[src/rtl/oldiff_pkg.sv]
`timescale 1ns / 1ps
// Package for the orbital list difference block: field widths, result kinds,
// step unit opcodes and the control structs shared by the step unit and the sequencer.
// No dependencies.
package oldiff_pkg;

   localparam int MAX_ORBITALS_DEF = 16;
   localparam int ORB_W            = 8;
   localparam int SIGN_W           = 16;
   localparam int DIFF_W           = 6;
   localparam int KIND_W           = 2;
   localparam int ABORT_TOTAL      = 4;
   localparam int ABORT_TAIL       = 3;
   localparam int CSR_ADDR_W       = 2;
   localparam int CSR_DATA_W       = 32;

   typedef enum logic [KIND_W-1:0] {
      KIND_COMMON  = 2'd0,
      KIND_FIRST   = 2'd1,
      KIND_SECOND  = 2'd2,
      KIND_SUMMARY = 2'd3
   } kind_type;

   typedef enum logic [1:0] {
      OP_MERGE       = 2'd0,
      OP_CHECK       = 2'd1,
      OP_TAIL_FIRST  = 2'd2,
      OP_TAIL_SECOND = 2'd3
   } step_op_type;

   typedef struct packed {
      step_op_type op;
      logic        ext;
   } step_cmd_type;

   typedef struct packed {
      kind_type kind;
      logic     abort;
      logic     tail_first;
      logic     tail_second;
   } step_flag_type;

endpackage

[src/rtl/oldiff_step.sv]
`timescale 1ns / 1ps
// Shared merge step unit: one compare, one counter update and one flip add per use.
// Depends on oldiff_pkg.
module oldiff_step #(
   parameter int CNT_W = 5
) (
   input  oldiff_pkg::step_cmd_type         cmd,
   input  logic [oldiff_pkg::ORB_W-1:0]     a,
   input  logic [oldiff_pkg::ORB_W-1:0]     b,
   input  logic [CNT_W-1:0]                 i_cur,
   input  logic [CNT_W-1:0]                 j_cur,
   input  logic [CNT_W-1:0]                 icnt_cur,
   input  logic [CNT_W-1:0]                 jcnt_cur,
   input  logic [oldiff_pkg::SIGN_W-1:0]    flips_cur,
   output logic [CNT_W-1:0]                 i_nx,
   output logic [CNT_W-1:0]                 j_nx,
   output logic [CNT_W-1:0]                 icnt_nx,
   output logic [CNT_W-1:0]                 jcnt_nx,
   output logic [oldiff_pkg::SIGN_W-1:0]    flips_nx,
   output logic [oldiff_pkg::ORB_W-1:0]     orbital,
   output oldiff_pkg::step_flag_type        flag
);
   import oldiff_pkg::*;

   logic over_total;

   assign over_total = (int'(icnt_cur) + int'(jcnt_cur) + 1) > ABORT_TOTAL;

   always_comb begin
      i_nx     = i_cur;
      j_nx     = j_cur;
      icnt_nx  = icnt_cur;
      jcnt_nx  = jcnt_cur;
      flips_nx = flips_cur;
      orbital  = a;
      flag     = '{kind: KIND_COMMON, abort: 1'b0, tail_first: 1'b0, tail_second: 1'b0};
      unique case (cmd.op)
         OP_MERGE: begin
            if (a == b) begin
               i_nx = i_cur + CNT_W'(1);
               j_nx = j_cur + CNT_W'(1);
            end else if (a < b) begin
               flag.kind  = KIND_FIRST;
               flips_nx   = flips_cur + SIGN_W'(i_cur - icnt_cur);
               icnt_nx    = icnt_cur + CNT_W'(1);
               i_nx       = i_cur + CNT_W'(1);
               flag.abort = !cmd.ext && over_total;
            end else begin
               flag.kind  = KIND_SECOND;
               orbital    = b;
               flips_nx   = flips_cur + SIGN_W'(j_cur - jcnt_cur);
               jcnt_nx    = jcnt_cur + CNT_W'(1);
               j_nx       = j_cur + CNT_W'(1);
               flag.abort = !cmd.ext && over_total;
            end
         end
         OP_CHECK: begin
            if (i_cur < j_cur) begin
               if (!cmd.ext && (int'(j_cur) - int'(i_cur) + int'(icnt_cur)) >= ABORT_TAIL) begin
                  flag.abort = 1'b1;
               end else begin
                  flag.tail_first = 1'b1;
               end
            end else if (j_cur < i_cur) begin
               if (!cmd.ext && (int'(i_cur) - int'(j_cur) + int'(jcnt_cur)) >= ABORT_TAIL) begin
                  flag.abort = 1'b1;
               end else begin
                  flag.tail_second = 1'b1;
               end
            end
         end
         OP_TAIL_FIRST: begin
            flag.kind = KIND_FIRST;
            flips_nx  = flips_cur + SIGN_W'(i_cur - icnt_cur);
            icnt_nx   = icnt_cur + CNT_W'(1);
            i_nx      = i_cur + CNT_W'(1);
         end
         OP_TAIL_SECOND: begin
            flag.kind = KIND_SECOND;
            orbital   = b;
            flips_nx  = flips_cur + SIGN_W'(j_cur - jcnt_cur);
            jcnt_nx   = jcnt_cur + CNT_W'(1);
            j_nx      = j_cur + CNT_W'(1);
         end
         default: begin
            flag.abort = 1'b0;
         end
      endcase
   end

endmodule

[src/rtl/oldiff_lists.sv]
`timescale 1ns / 1ps
// Storage for the two orbital lists: one write port for both, one read port per list.
// Depends on oldiff_pkg.
module oldiff_lists #(
   parameter int MAX_ORB = 16,
   parameter int IDX_W   = 4
) (
   input  logic                             clock,
   input  logic                             wr_en,
   input  logic [IDX_W-1:0]                 wr_addr,
   input  logic [oldiff_pkg::ORB_W-1:0]     wr_first,
   input  logic [oldiff_pkg::ORB_W-1:0]     wr_second,
   input  logic [IDX_W-1:0]                 rd_first_addr,
   input  logic [IDX_W-1:0]                 rd_second_addr,
   output logic [oldiff_pkg::ORB_W-1:0]     rd_first,
   output logic [oldiff_pkg::ORB_W-1:0]     rd_second
);
   import oldiff_pkg::*;

   logic [ORB_W-1:0] first_ff  [MAX_ORB];
   logic [ORB_W-1:0] second_ff [MAX_ORB];

   always_ff @(posedge clock) begin
      if (wr_en) begin
         first_ff[wr_addr]  <= wr_first;
         second_ff[wr_addr] <= wr_second;
      end
   end

   assign rd_first  = first_ff[rd_first_addr];
   assign rd_second = second_ff[rd_second_addr];

endmodule

[src/rtl/oldiff_ctrl.sv]
`timescale 1ns / 1ps
// Sequencer: list loading, scan pass and emit pass over the shared step unit, result register.
// Depends on oldiff_pkg and oldiff_step.
module oldiff_ctrl #(
   parameter int MAX_ORB = 16,
   parameter int CNT_W   = 5,
   parameter int IDX_W   = 4
) (
   input  logic                             clock,
   input  logic                             reset,
   input  logic                             start,
   output logic                             busy,
   input  logic [oldiff_pkg::SIGN_W-1:0]    sign_in,
   input  logic                             is_last,
   input  logic                             ext_mode,
   output logic                             wr_en,
   output logic [IDX_W-1:0]                 wr_addr,
   output logic [IDX_W-1:0]                 rd_first_addr,
   output logic [IDX_W-1:0]                 rd_second_addr,
   input  logic [oldiff_pkg::ORB_W-1:0]     rd_first,
   input  logic [oldiff_pkg::ORB_W-1:0]     rd_second,
   output logic                             rsp_valid,
   output oldiff_pkg::kind_type             rsp_kind,
   output logic [oldiff_pkg::ORB_W-1:0]     rsp_orbital,
   output logic signed [oldiff_pkg::DIFF_W-1:0] rsp_diff_count,
   output logic [oldiff_pkg::SIGN_W-1:0]    rsp_sign_out,
   output logic                             rsp_run_end
);
   import oldiff_pkg::*;

   typedef enum logic [4:0] {
      ST_IDLE  = 5'b00001,
      ST_MERGE = 5'b00010,
      ST_CHECK = 5'b00100,
      ST_TAIL  = 5'b01000,
      ST_SUM   = 5'b10000
   } state_type;

   state_type        state_ff, state_in;
   logic [CNT_W-1:0] load_ff, load_in;
   logic [CNT_W-1:0] n_ff, n_in;
   logic [CNT_W-1:0] i_ff, i_in, j_ff, j_in, icnt_ff, icnt_in, jcnt_ff, jcnt_in;
   logic [SIGN_W-1:0] flips_ff, flips_in, sign_ff, sign_in_nx;
   logic             pass_ff, pass_in, abort_ff, abort_in, tail_first_ff, tail_first_in;
   logic             valid_ff, valid_in, end_ff, end_in;
   kind_type         kind_ff, kind_in;
   logic [ORB_W-1:0] orb_ff, orb_in;
   logic [DIFF_W-1:0] diff_ff, diff_in;
   logic [SIGN_W-1:0] sout_ff, sout_in;

   step_cmd_type     cmd;
   step_flag_type    flag;
   logic [CNT_W-1:0] i_nx, j_nx, icnt_nx, jcnt_nx;
   logic [SIGN_W-1:0] flips_nx;
   logic [ORB_W-1:0] step_orb;
   logic             room, in_range, tail_more, take;

   oldiff_step #(.CNT_W(CNT_W)) u_step (
      .cmd       (cmd),
      .a         (rd_first),
      .b         (rd_second),
      .i_cur     (i_ff),
      .j_cur     (j_ff),
      .icnt_cur  (icnt_ff),
      .jcnt_cur  (jcnt_ff),
      .flips_cur (flips_ff),
      .i_nx      (i_nx),
      .j_nx      (j_nx),
      .icnt_nx   (icnt_nx),
      .jcnt_nx   (jcnt_nx),
      .flips_nx  (flips_nx),
      .orbital   (step_orb),
      .flag      (flag)
   );

   assign busy           = (state_ff != ST_IDLE);
   assign take           = start && !busy;
   assign room           = int'(load_ff) < MAX_ORB;
   assign wr_en          = take && room;
   assign wr_addr        = load_ff[IDX_W-1:0];
   assign rd_first_addr  = i_ff[IDX_W-1:0];
   assign rd_second_addr = j_ff[IDX_W-1:0];
   assign in_range       = (i_ff < n_ff) && (j_ff < n_ff);
   assign tail_more      = tail_first_ff ? (i_ff < n_ff) : (j_ff < n_ff);

   always_comb begin
      cmd.ext = ext_mode;
      unique case (state_ff)
         ST_CHECK: cmd.op = OP_CHECK;
         ST_TAIL:  cmd.op = tail_first_ff ? OP_TAIL_FIRST : OP_TAIL_SECOND;
         default:  cmd.op = OP_MERGE;
      endcase
   end

   always_comb begin
      state_in      = state_ff;
      load_in       = load_ff;
      n_in          = n_ff;
      i_in          = i_ff;
      j_in          = j_ff;
      icnt_in       = icnt_ff;
      jcnt_in       = jcnt_ff;
      flips_in      = flips_ff;
      sign_in_nx    = sign_ff;
      pass_in       = pass_ff;
      abort_in      = abort_ff;
      tail_first_in = tail_first_ff;
      valid_in      = 1'b0;
      kind_in       = kind_ff;
      orb_in        = orb_ff;
      diff_in       = diff_ff;
      sout_in       = sout_ff;
      end_in        = end_ff;
      unique case (state_ff)
         ST_IDLE: begin
            if (take) begin
               if (room) begin
                  load_in = load_ff + CNT_W'(1);
               end
               if (is_last) begin
                  n_in       = room ? load_ff + CNT_W'(1) : load_ff;
                  load_in    = '0;
                  sign_in_nx = sign_in;
                  i_in       = '0;
                  j_in       = '0;
                  icnt_in    = '0;
                  jcnt_in    = '0;
                  flips_in   = '0;
                  pass_in    = 1'b0;
                  abort_in   = 1'b0;
                  state_in   = ST_MERGE;
               end
            end
         end
         ST_MERGE: begin
            if (in_range) begin
               i_in     = i_nx;
               j_in     = j_nx;
               icnt_in  = icnt_nx;
               jcnt_in  = jcnt_nx;
               flips_in = flips_nx;
               if (flag.abort) begin
                  abort_in = 1'b1;
                  state_in = ST_SUM;
               end else if (pass_ff) begin
                  valid_in = 1'b1;
               end
            end else begin
               state_in = ST_CHECK;
            end
         end
         ST_CHECK: begin
            tail_first_in = flag.tail_first;
            if (flag.abort) begin
               abort_in = 1'b1;
               state_in = ST_SUM;
            end else if (flag.tail_first || flag.tail_second) begin
               state_in = ST_TAIL;
            end else if (pass_ff) begin
               state_in = ST_SUM;
            end else begin
               pass_in  = 1'b1;
               i_in     = '0;
               j_in     = '0;
               icnt_in  = '0;
               jcnt_in  = '0;
               flips_in = '0;
               state_in = ST_MERGE;
            end
         end
         ST_TAIL: begin
            if (tail_more) begin
               i_in     = i_nx;
               j_in     = j_nx;
               icnt_in  = icnt_nx;
               jcnt_in  = jcnt_nx;
               flips_in = flips_nx;
               valid_in = pass_ff;
            end else if (pass_ff) begin
               state_in = ST_SUM;
            end else begin
               pass_in  = 1'b1;
               i_in     = '0;
               j_in     = '0;
               icnt_in  = '0;
               jcnt_in  = '0;
               flips_in = '0;
               state_in = ST_MERGE;
            end
         end
         ST_SUM: begin
            valid_in = 1'b1;
            kind_in  = KIND_SUMMARY;
            orb_in   = '0;
            diff_in  = abort_ff ? '1 : DIFF_W'(icnt_ff);
            sout_in  = abort_ff ? sign_ff : sign_ff + flips_ff;
            end_in   = 1'b1;
            abort_in = 1'b0;
            state_in = ST_IDLE;
         end
         default: begin
            state_in = ST_IDLE;
         end
      endcase
      if (valid_in && state_ff != ST_SUM) begin
         kind_in = flag.kind;
         orb_in  = step_orb;
         diff_in = '0;
         sout_in = '0;
         end_in  = 1'b0;
      end
   end

   always_ff @(posedge clock) begin
      if (reset) begin
         state_ff <= ST_IDLE;
         load_ff  <= '0;
         sign_ff  <= '0;
         pass_ff  <= 1'b0;
         abort_ff <= 1'b0;
         valid_ff <= 1'b0;
      end else begin
         state_ff <= state_in;
         load_ff  <= load_in;
         sign_ff  <= sign_in_nx;
         pass_ff  <= pass_in;
         abort_ff <= abort_in;
         valid_ff <= valid_in;
      end
   end

   always_ff @(posedge clock) begin
      n_ff          <= n_in;
      i_ff          <= i_in;
      j_ff          <= j_in;
      icnt_ff       <= icnt_in;
      jcnt_ff       <= jcnt_in;
      flips_ff      <= flips_in;
      tail_first_ff <= tail_first_in;
      kind_ff       <= kind_in;
      orb_ff        <= orb_in;
      diff_ff       <= diff_in;
      sout_ff       <= sout_in;
      end_ff        <= end_in;
   end

   assign rsp_valid      = valid_ff;
   assign rsp_kind       = kind_ff;
   assign rsp_orbital    = orb_ff;
   assign rsp_diff_count = signed'(diff_ff);
   assign rsp_sign_out   = sout_ff;
   assign rsp_run_end    = end_ff;

endmodule

[src/rtl/orbital_list_difference.sv]
`timescale 1ns / 1ps
// Top level of the orbital list difference block: configuration register and instances.
// Depends on oldiff_pkg, oldiff_lists and oldiff_ctrl.
//
// Usage: drive req_* with start high while busy is low; each such cycle takes one request,
// a pair of entries of the two sorted lists. Requests without req_is_last store the pair, if
// the lists have room, and return nothing. A request with req_is_last starts the comparison:
// a scan pass of the shared step unit, one merge step per cycle, decides whether the run
// aborts; if not, an emit pass repeats the steps and presents one result per step, then a
// summary (rsp_kind summary, rsp_run_end high). An aborted run presents only the summary.
// The last request keeps busy high until the summary, as the whole comparison runs on the
// single step unit.
// Results appear for one cycle each, flagged by rsp_valid; the receiver cannot stall them.
// extended_mode is bit 0 of the APB port, which does not decode paddr; write it only while busy is low.
// Reset clears the sequencer, the load count and extended_mode; list contents are kept.
module orbital_list_difference #(
   parameter int MAX_ORBITALS = oldiff_pkg::MAX_ORBITALS_DEF
) (
   input  logic                                  clock,
   input  logic                                  reset,
   input  logic                                  start,
   output logic                                  busy,
   input  logic [oldiff_pkg::ORB_W-1:0]          req_i_orbital,
   input  logic [oldiff_pkg::ORB_W-1:0]          req_j_orbital,
   input  logic [oldiff_pkg::SIGN_W-1:0]         req_sign_in,
   input  logic                                  req_is_last,
   output logic                                  rsp_valid,
   output logic [oldiff_pkg::KIND_W-1:0]         rsp_kind,
   output logic [oldiff_pkg::ORB_W-1:0]          rsp_orbital,
   output logic signed [oldiff_pkg::DIFF_W-1:0]  rsp_diff_count,
   output logic [oldiff_pkg::SIGN_W-1:0]         rsp_sign_out,
   output logic                                  rsp_run_end,
   input  logic                                  psel,
   input  logic                                  penable,
   input  logic                                  pwrite,
   input  logic [oldiff_pkg::CSR_ADDR_W-1:0]     paddr,
   input  logic [oldiff_pkg::CSR_DATA_W-1:0]     pwdata,
   output logic [oldiff_pkg::CSR_DATA_W-1:0]     prdata,
   output logic                                  pready
);
   import oldiff_pkg::*;

   localparam int CNT_W = $clog2(MAX_ORBITALS + 1);
   localparam int IDX_W = (MAX_ORBITALS > 1) ? $clog2(MAX_ORBITALS) : 1;

   logic             ext_ff, ext_in;
   logic             wr_en;
   logic [IDX_W-1:0] wr_addr, rd_first_addr, rd_second_addr;
   logic [ORB_W-1:0] rd_first, rd_second;
   kind_type         kind;

   assign pready = 1'b1;
   assign ext_in = (psel && penable && pwrite && pready) ? pwdata[0] : ext_ff;
   assign prdata = {{(CSR_DATA_W-1){1'b0}}, ext_ff} | {{(CSR_DATA_W-CSR_ADDR_W){1'b0}},
                   paddr & {CSR_ADDR_W{1'b0}}};

   always_ff @(posedge clock) begin
      if (reset) begin
         ext_ff <= 1'b0;
      end else begin
         ext_ff <= ext_in;
      end
   end

   oldiff_lists #(.MAX_ORB(MAX_ORBITALS), .IDX_W(IDX_W)) u_lists (
      .clock          (clock),
      .wr_en          (wr_en),
      .wr_addr        (wr_addr),
      .wr_first       (req_i_orbital),
      .wr_second      (req_j_orbital),
      .rd_first_addr  (rd_first_addr),
      .rd_second_addr (rd_second_addr),
      .rd_first       (rd_first),
      .rd_second      (rd_second)
   );

   oldiff_ctrl #(.MAX_ORB(MAX_ORBITALS), .CNT_W(CNT_W), .IDX_W(IDX_W)) u_ctrl (
      .clock          (clock),
      .reset          (reset),
      .start          (start),
      .busy           (busy),
      .sign_in        (req_sign_in),
      .is_last        (req_is_last),
      .ext_mode       (ext_ff),
      .wr_en          (wr_en),
      .wr_addr        (wr_addr),
      .rd_first_addr  (rd_first_addr),
      .rd_second_addr (rd_second_addr),
      .rd_first       (rd_first),
      .rd_second      (rd_second),
      .rsp_valid      (rsp_valid),
      .rsp_kind       (kind),
      .rsp_orbital    (rsp_orbital),
      .rsp_diff_count (rsp_diff_count),
      .rsp_sign_out   (rsp_sign_out),
      .rsp_run_end    (rsp_run_end)
   );

   assign rsp_kind = kind;

endmodule

[config.mk]
export PLATFORM = sky130hd
export DESIGN_NAME = orbital_list_difference
export DESIGN_NICKNAME = d
export VERILOG_FILES = /design/src/rtl/oldiff_pkg.sv /design/src/rtl/oldiff_step.sv /design/src/rtl/oldiff_lists.sv /design/src/rtl/oldiff_ctrl.sv /design/src/rtl/orbital_list_difference.sv
export SDC_FILE = /design/constraint.sdc
export NUM_CORES = 1
export LEC_CHECK = 0
export BUFFER_PORTS_ARGS = -buffer_cell sky130_fd_sc_hd__buf_2
export CAP_MARGIN = 20
export CORE_ASPECT_RATIO = 0.8
export CORE_MARGIN = 2
export CORE_UTILIZATION = 55
export DETAILED_ROUTE_END_ITERATION = 7
export PLACE_DENSITY = 0.8
export SKIP_CTS_REPAIR_TIMING = 1
export SYNTH_ARGS = -nofsm -noshare
export SYNTH_HDL_FRONTEND = slang
export SYNTH_HIERARCHICAL = 1
export SYNTH_SLANG_ARGS = --single-unit
export TNS_END_PERCENT = 10
[constraint.sdc]
create_clock -name clock -period 5.3 [get_ports clock]
set_input_delay 1.06 -clock clock [delete_from_list [all_inputs] [get_ports clock]]
set_output_delay 1.06 -clock clock [all_outputs]
set_load 0.02 [all_outputs]
-- Yosys cells after proc, flatten, opt, wreduce, memory -nomap -nowiden
Memory sizes are Yosys's and may differ from the RTL's. A register that Yosys moved wholly into a read port is not among the register bits.
Index checks and enable logic that the tools add are counted.
- $add $sub $neg: 16
- magnitude comparators: 9
- equality and inequality tests: 18
- mux-type cells: 104
- reductions and logical operators: 23
- operators by type and width (cell ; count):
    2-to-1 mux 5 bit ; 40
    2-to-1 mux 16 bit ; 10
    case mux 5 bit (4 select lines) ; 5
    case mux 16 bit (4 select lines) ; 1
    adder 16 bit ; 3
    case mux 16 bit (3 select lines) ; 1
    case mux 5 bit (2 select lines) ; 4
    adder 32 x 2 -> 32 bit, second input constant ; 1
    greater-than comparator 32 x 4 -> 1 bit, second input constant ; 1
    2-to-1 mux 8 bit ; 4
    adder 5 x 1 -> 5 bit, second input constant ; 5
    2-to-1 mux 1 bit ; 24
    subtractor 5 x 5 -> 6 bit ; 4
    less-than comparator 5 bit ; 4
    case mux 8 bit (2 select lines) ; 1
    adder 6 x 6 -> 7 bit ; 2
    >= comparator 7 x 3 -> 1 bit, second input constant ; 2
    AND reduction 6 bit ; 2
    logical AND 1 bit ; 9
    == test 8 bit ; 1
    less-than comparator 8 bit ; 1
    2-to-1 mux 4 bit ; 2
    != test 2 bit, second input constant ; 4
    AND reduction 4 bit ; 2
    29 further kinds ; 37
- register bits after elaboration: 105
- bits in writable memories: 256
- output and inout bits: 68
- word-level logic and storage cells: 191
- memories: 2
- memory list (name ; words ; width ; read ports ; clocked after memory_dff ; write ports ; RTL line ; source):
    u_lists.first_ff ; 16 ; 8 ; 1 ; 1 ; 1 ; oldiff_lists.sv:20 ; logic [ORB_W-1:0] first_ff [MAX_ORB];
    u_lists.second_ff ; 16 ; 8 ; 1 ; 1 ; 1 ; oldiff_lists.sv:21 ; logic [ORB_W-1:0] second_ff [MAX_ORB];

-- Depth between registers and ports, before layout
- depth after elaboration: 13
- depth in mapped cells: 19

-- By module
The synthesis kept the hierarchy.
- modules (own cells, without submodules) (module ; instances ; cells an instance ; area each (um^2)):
    oldiff_lists ; 1 ; 419 ; 9863.2
    oldiff_ctrl ; 1 ; 518 ; 5210.0
    oldiff_step ; 1 ; 592 ; 4279.1
    orbital_list_difference ; 1 ; 40 ; 302.8

-- Worst setup path before layout
OpenSTA, ideal clock, no wires.
- path type: reg2reg
- from: register u_ctrl.i_ff[2]
- to: register u_ctrl.flips_ff[0], enable pin
- library setup time: 451 ps
- arrival time: 4994 ps
- required time: 4849 ps
- slack: -145 ps
- stages on the path, launching flop included: 18
- path through: edfxtp_1 clkbuf_1 inv_1 ha_1 inv_1 o21bai_1 xor2_1 ha_1 a21oi_1 nand2_1 xor2_1 a2111oi_0 a221oi_1 a21oi_1 o32ai_1 inv_1 a31oi_1 a31oi_1
- RTL lines (item ; RTL line ; source):
    start: declaration ; oldiff_ctrl.sv:42 ; logic [CNT_W-1:0] i_ff, i_in, j_ff, j_in, icnt_ff, icnt_in, jcnt_ff, jcnt_in;
    start signal: assignment ; oldiff_ctrl.sv:234 ; i_ff <= i_in;
    end signal: assignment ; oldiff_ctrl.sv:238 ; flips_ff <= flips_in;
    end: declaration ; oldiff_ctrl.sv:43 ; logic [SIGN_W-1:0] flips_ff, flips_in, sign_ff, sign_in_nx;

-- Final worst setup path
- from: register u_ctrl.j_ff[0]
- to: register u_ctrl.jcnt_ff[0] (data pin)
- cells in the longest elaborated chain, start to end: 4
- RTL lines (item ; RTL line ; source):
    start: declaration ; oldiff_ctrl.sv:42 ;
    start signal: assignment ; oldiff_ctrl.sv:235 ; j_ff <= j_in;
    less-than comparator 5 bit ; oldiff_ctrl.sv:84 ; assign tail_more = tail_first_ff ? (i_ff < n_ff) : (j_ff < n_ff);
    2-to-1 mux 1 bit ; oldiff_ctrl.sv:84 ;
    2-to-1 mux 5 bit ; oldiff_ctrl.sv:172 ; if (tail_more) begin
    case mux 5 bit (4 select lines) ; oldiff_ctrl.sv:114 ; unique case (state_ff)
    net u_ctrl.jcnt_in[0] ; oldiff_ctrl.sv:42 ;
    end signal: assignment ; oldiff_ctrl.sv:237 ; jcnt_ff <= jcnt_in;
    end: declaration ; oldiff_ctrl.sv:42 ;
The timed path passes the listed nets, and every way through them passes these cells.
A chain may end at the register's enable or synchronous reset.

==> impl_metrics.csv <==
group,metric,value,unit
clock_network,htreeDepth,2,
hold_path,hold_class,"reg -> reg",
detailed_routing,num_vias,13773,
global_routing,overflow,0,
yosys,yosysTopAreaCell,"edfxtp_1",
sta,setup_tns,0,ns
place,gp_congestion,0.908,
detailed_routing,via_per_inst,6.42,
floorplan,die_w,215,um
clock_network,insertion_delay,0.55,ns
sta,fin_crit_sh,92.5,%
setup_path,critPathKind,"reg -> reg",
yosys,synthMostInstantiatedCell,"edfxtp_1",
floorplan,fp-row-count,61,
finish,layout-drive-gt1-share,15.0,%
yosys,ys_types,87,
global_routing,first_global_vias,13095,
yosys,synth_edf_count,308,
place,io_buffer_count,75,
yosys,yosysTopAreaCellShare,47.1,%
floorplan,die-area,0.0373,mm^2
detailed_routing,drtAntennaViolNets,0,
floorplan,io_pins,141,
yosys,ys_top_cells_by_count,"edfxtp_1, a21oi_1, ha_1, nand2_1, nor2_1",
yosys,synth-main-ff-cell,"edfxtp_1",
yosys,syn_area,0.0197,mm^2
floorplan,start_util,56.2,%
setup_path,crit_fanout,36,
yosys,ys_ff_latch,361,
sta,clock.fmax,204,MHz
sta,slew_headroom,28.8,%
place,dp_hpwl,31900,um
sta,fin_skew,0.0315,ns
finish,syn_to_final_growth,9.95,%
global_routing,grt_max_degree,40,
setup_path,cp_data_required_time,5.59,ns
detailed_routing,wirelength,48300,um
sta,rsz0062_at_grt,"no",
detailed_routing,drc,0,
setup_path,cp-start-kind,"flip-flop",
run_status,status,"complete, no violations",
yosys,synthTopCellsByArea,"edfxtp_1, ha_1, dfxtp_1",
sta,finalSetupViolations,0,
global_routing,grt_pass1_wl,73200,um
yosys,synth_area_per_cell,12.5,um^2
finish,fin_nets,1837,
setup_path,worstSetupEndpointType,"flip-flop",
yosys,ys_async_sr_fraction,0,%
flow_run,max-cap-violations,0,
detailed_routing,drt_first_pass_iters,6,
detailed_routing,avgRoutedWirePerCell,22.5,um
sta,hold_violations,0,
yosys,yosys_warnings,6,
setup_path,worstPathArrival,5.19,ns
clock_network,path_clk_slew,0.06,ns
yosys,syn_inst,1569,
sta,tightestPinTransition,1.07,ns
clock_network,cts_root_buffer,"clkbuf_16",
global_routing,gr-usage-all-layers,25.3,%
detailed_routing,drt_iter0_markers,1760,
floorplan,die_h,173,um
yosys,ys_seq_area_share,52.5,%
clock_network,cts_tree,"done",
clock_network,clock_sinks,361,
clock_network,cts_buffer_depth,3,
clock_network,numCtsBuffers,36,
sta,finalMaxSlewViolations,0,
global_routing,antenna_found_initial,1,
floorplan,coreArea,0.0350,mm^2
sta,period_needed,4.90,ns
==> cell usage in the layout (no fill, tap or decap), types with 18 or more instances in the layout <==
master       n
xor2_1      21
nor3_1      36
buf_4       36
a22o_1      46
nor2_1      73
nand2_1    106
mux4_2      36
nand3_1     18
xnor2_1     39
edfxtp_1   308
a22oi_1     40
clkbuf_16   38
a21o_1      31
o21ai_0     56
ha_1       106
dfxtp_1     53
conb_1      32
inv_1       75
a21oi_1    106
buf_2       75
mux4_1      28
==> stage by stage <==
step	cell area, um^2	hold slack (ns)	setup WS [ns]	cells	utilization, %
floorplan	19800	0.452	0.576	1599	-
global placement	20400	0.457	0.491	2075	58.3
detailed placement	20400	0.449	0.410	2080	58.5
CTS	21500	0.465	0.413	2142	61.6
global route	21600	0.486	0.212	2145	61.8
finish	21600	0.471	0.396	2145	61.8
==> cell families after synthesis <==
group | count (synthesis) | share of synthesized area, %
AO/OA/AOI/OAI | 414 | 14.5
flip-flops | 361 | 52.5
AND/OR/NAND/NOR | 353 | 8.57
buffers and inverters | 187 | 5.42
adder cells (fa/ha/maj) | 116 | 7.77
multiplexers | 75 | 8.45
XOR/XNOR | 61 | 2.76
other | 2 | 0.0382
==> flip-flops by register name (all words and copies together), names as in the netlist, 2 cells and up <==
| register | cells |
|---|---|
| u_ctrl/state_ff | 5 |
| u_ctrl/flips_ff | 16 |
| u_ctrl/i_ff | 5 |
| u_ctrl/load_ff | 5 |
| u_ctrl/jcnt_ff | 5 |
| u_ctrl/icnt_ff | 5 |
| u_ctrl/rsp_orbital | 8 |
| u_ctrl/j_ff | 5 |
| u_lists/second_ff | 128 |
| u_ctrl/rsp_sign_out | 16 |
| u_ctrl/n_ff | 5 |
| u_ctrl/rsp_kind | 2 |
| u_ctrl/sign_ff | 16 |
| u_ctrl/rsp_diff_count | 6 |
| u_lists/first_ff | 128 |
==> final timing paths <==
path	start	endpoint	slack (ns)	depth (start not counted)
worst min register to register	u_ctrl/rsp_diff_count[5]$_SDFFE_PP0N_	u_ctrl/rsp_diff_count[5]$_SDFFE_PP0N_	0.47	2
worst max-delay path	u_ctrl/j_ff[0]$_DFFE_PP_	u_ctrl/jcnt_ff[0]$_DFFE_PP_	0.40	15
worst max register to register	u_ctrl/j_ff[0]$_DFFE_PP_	u_ctrl/jcnt_ff[0]$_DFFE_PP_	0.40	15
worst min-delay path	u_ctrl/rsp_diff_count[5]$_SDFFE_PP0N_	u_ctrl/rsp_diff_count[5]$_SDFFE_PP0N_	0.47	2
==> worst max-delay path: stages, from the launching register on <==
cell	delay (ns)
edfxtp_1	0.38
buf_4	0.53
mux4_1	0.71
a22oi_1	0.28
nand2_1	0.16
inv_1	0.08
ha_1	0.15
nand4_1	0.28
or2_2	0.54
nand2_1	0.16
o31ai_2	0.20
a21oi_1	0.34
nor2_1	0.11
buf_4	0.21
mux2_2	0.27
a22o_1	0.19
==> area by class of cell <==
cell class	count	area (um^2)
inverter	77	289
sequential	361	10300
antenna	1	2.50
clock buffer	46	991
tap	472	591
fill	2603	13300
clock inverter	16	105
multi-input combinational	1051	8470
timing repair buffer	121	848
==> metal layers <==
metal	GRT usage (%)	up-vias	share of wire, %
li1	-	6143	-
met1	37.1	6736	42
met2	38.5	814	45
met3	4.87	80	11
met4	7.41	0	2.0
met5	0	-	0
Power is left out: the tool's default activity adds up to more than one toggle a clock period on the data nets, which glitch-free logic cannot reach.
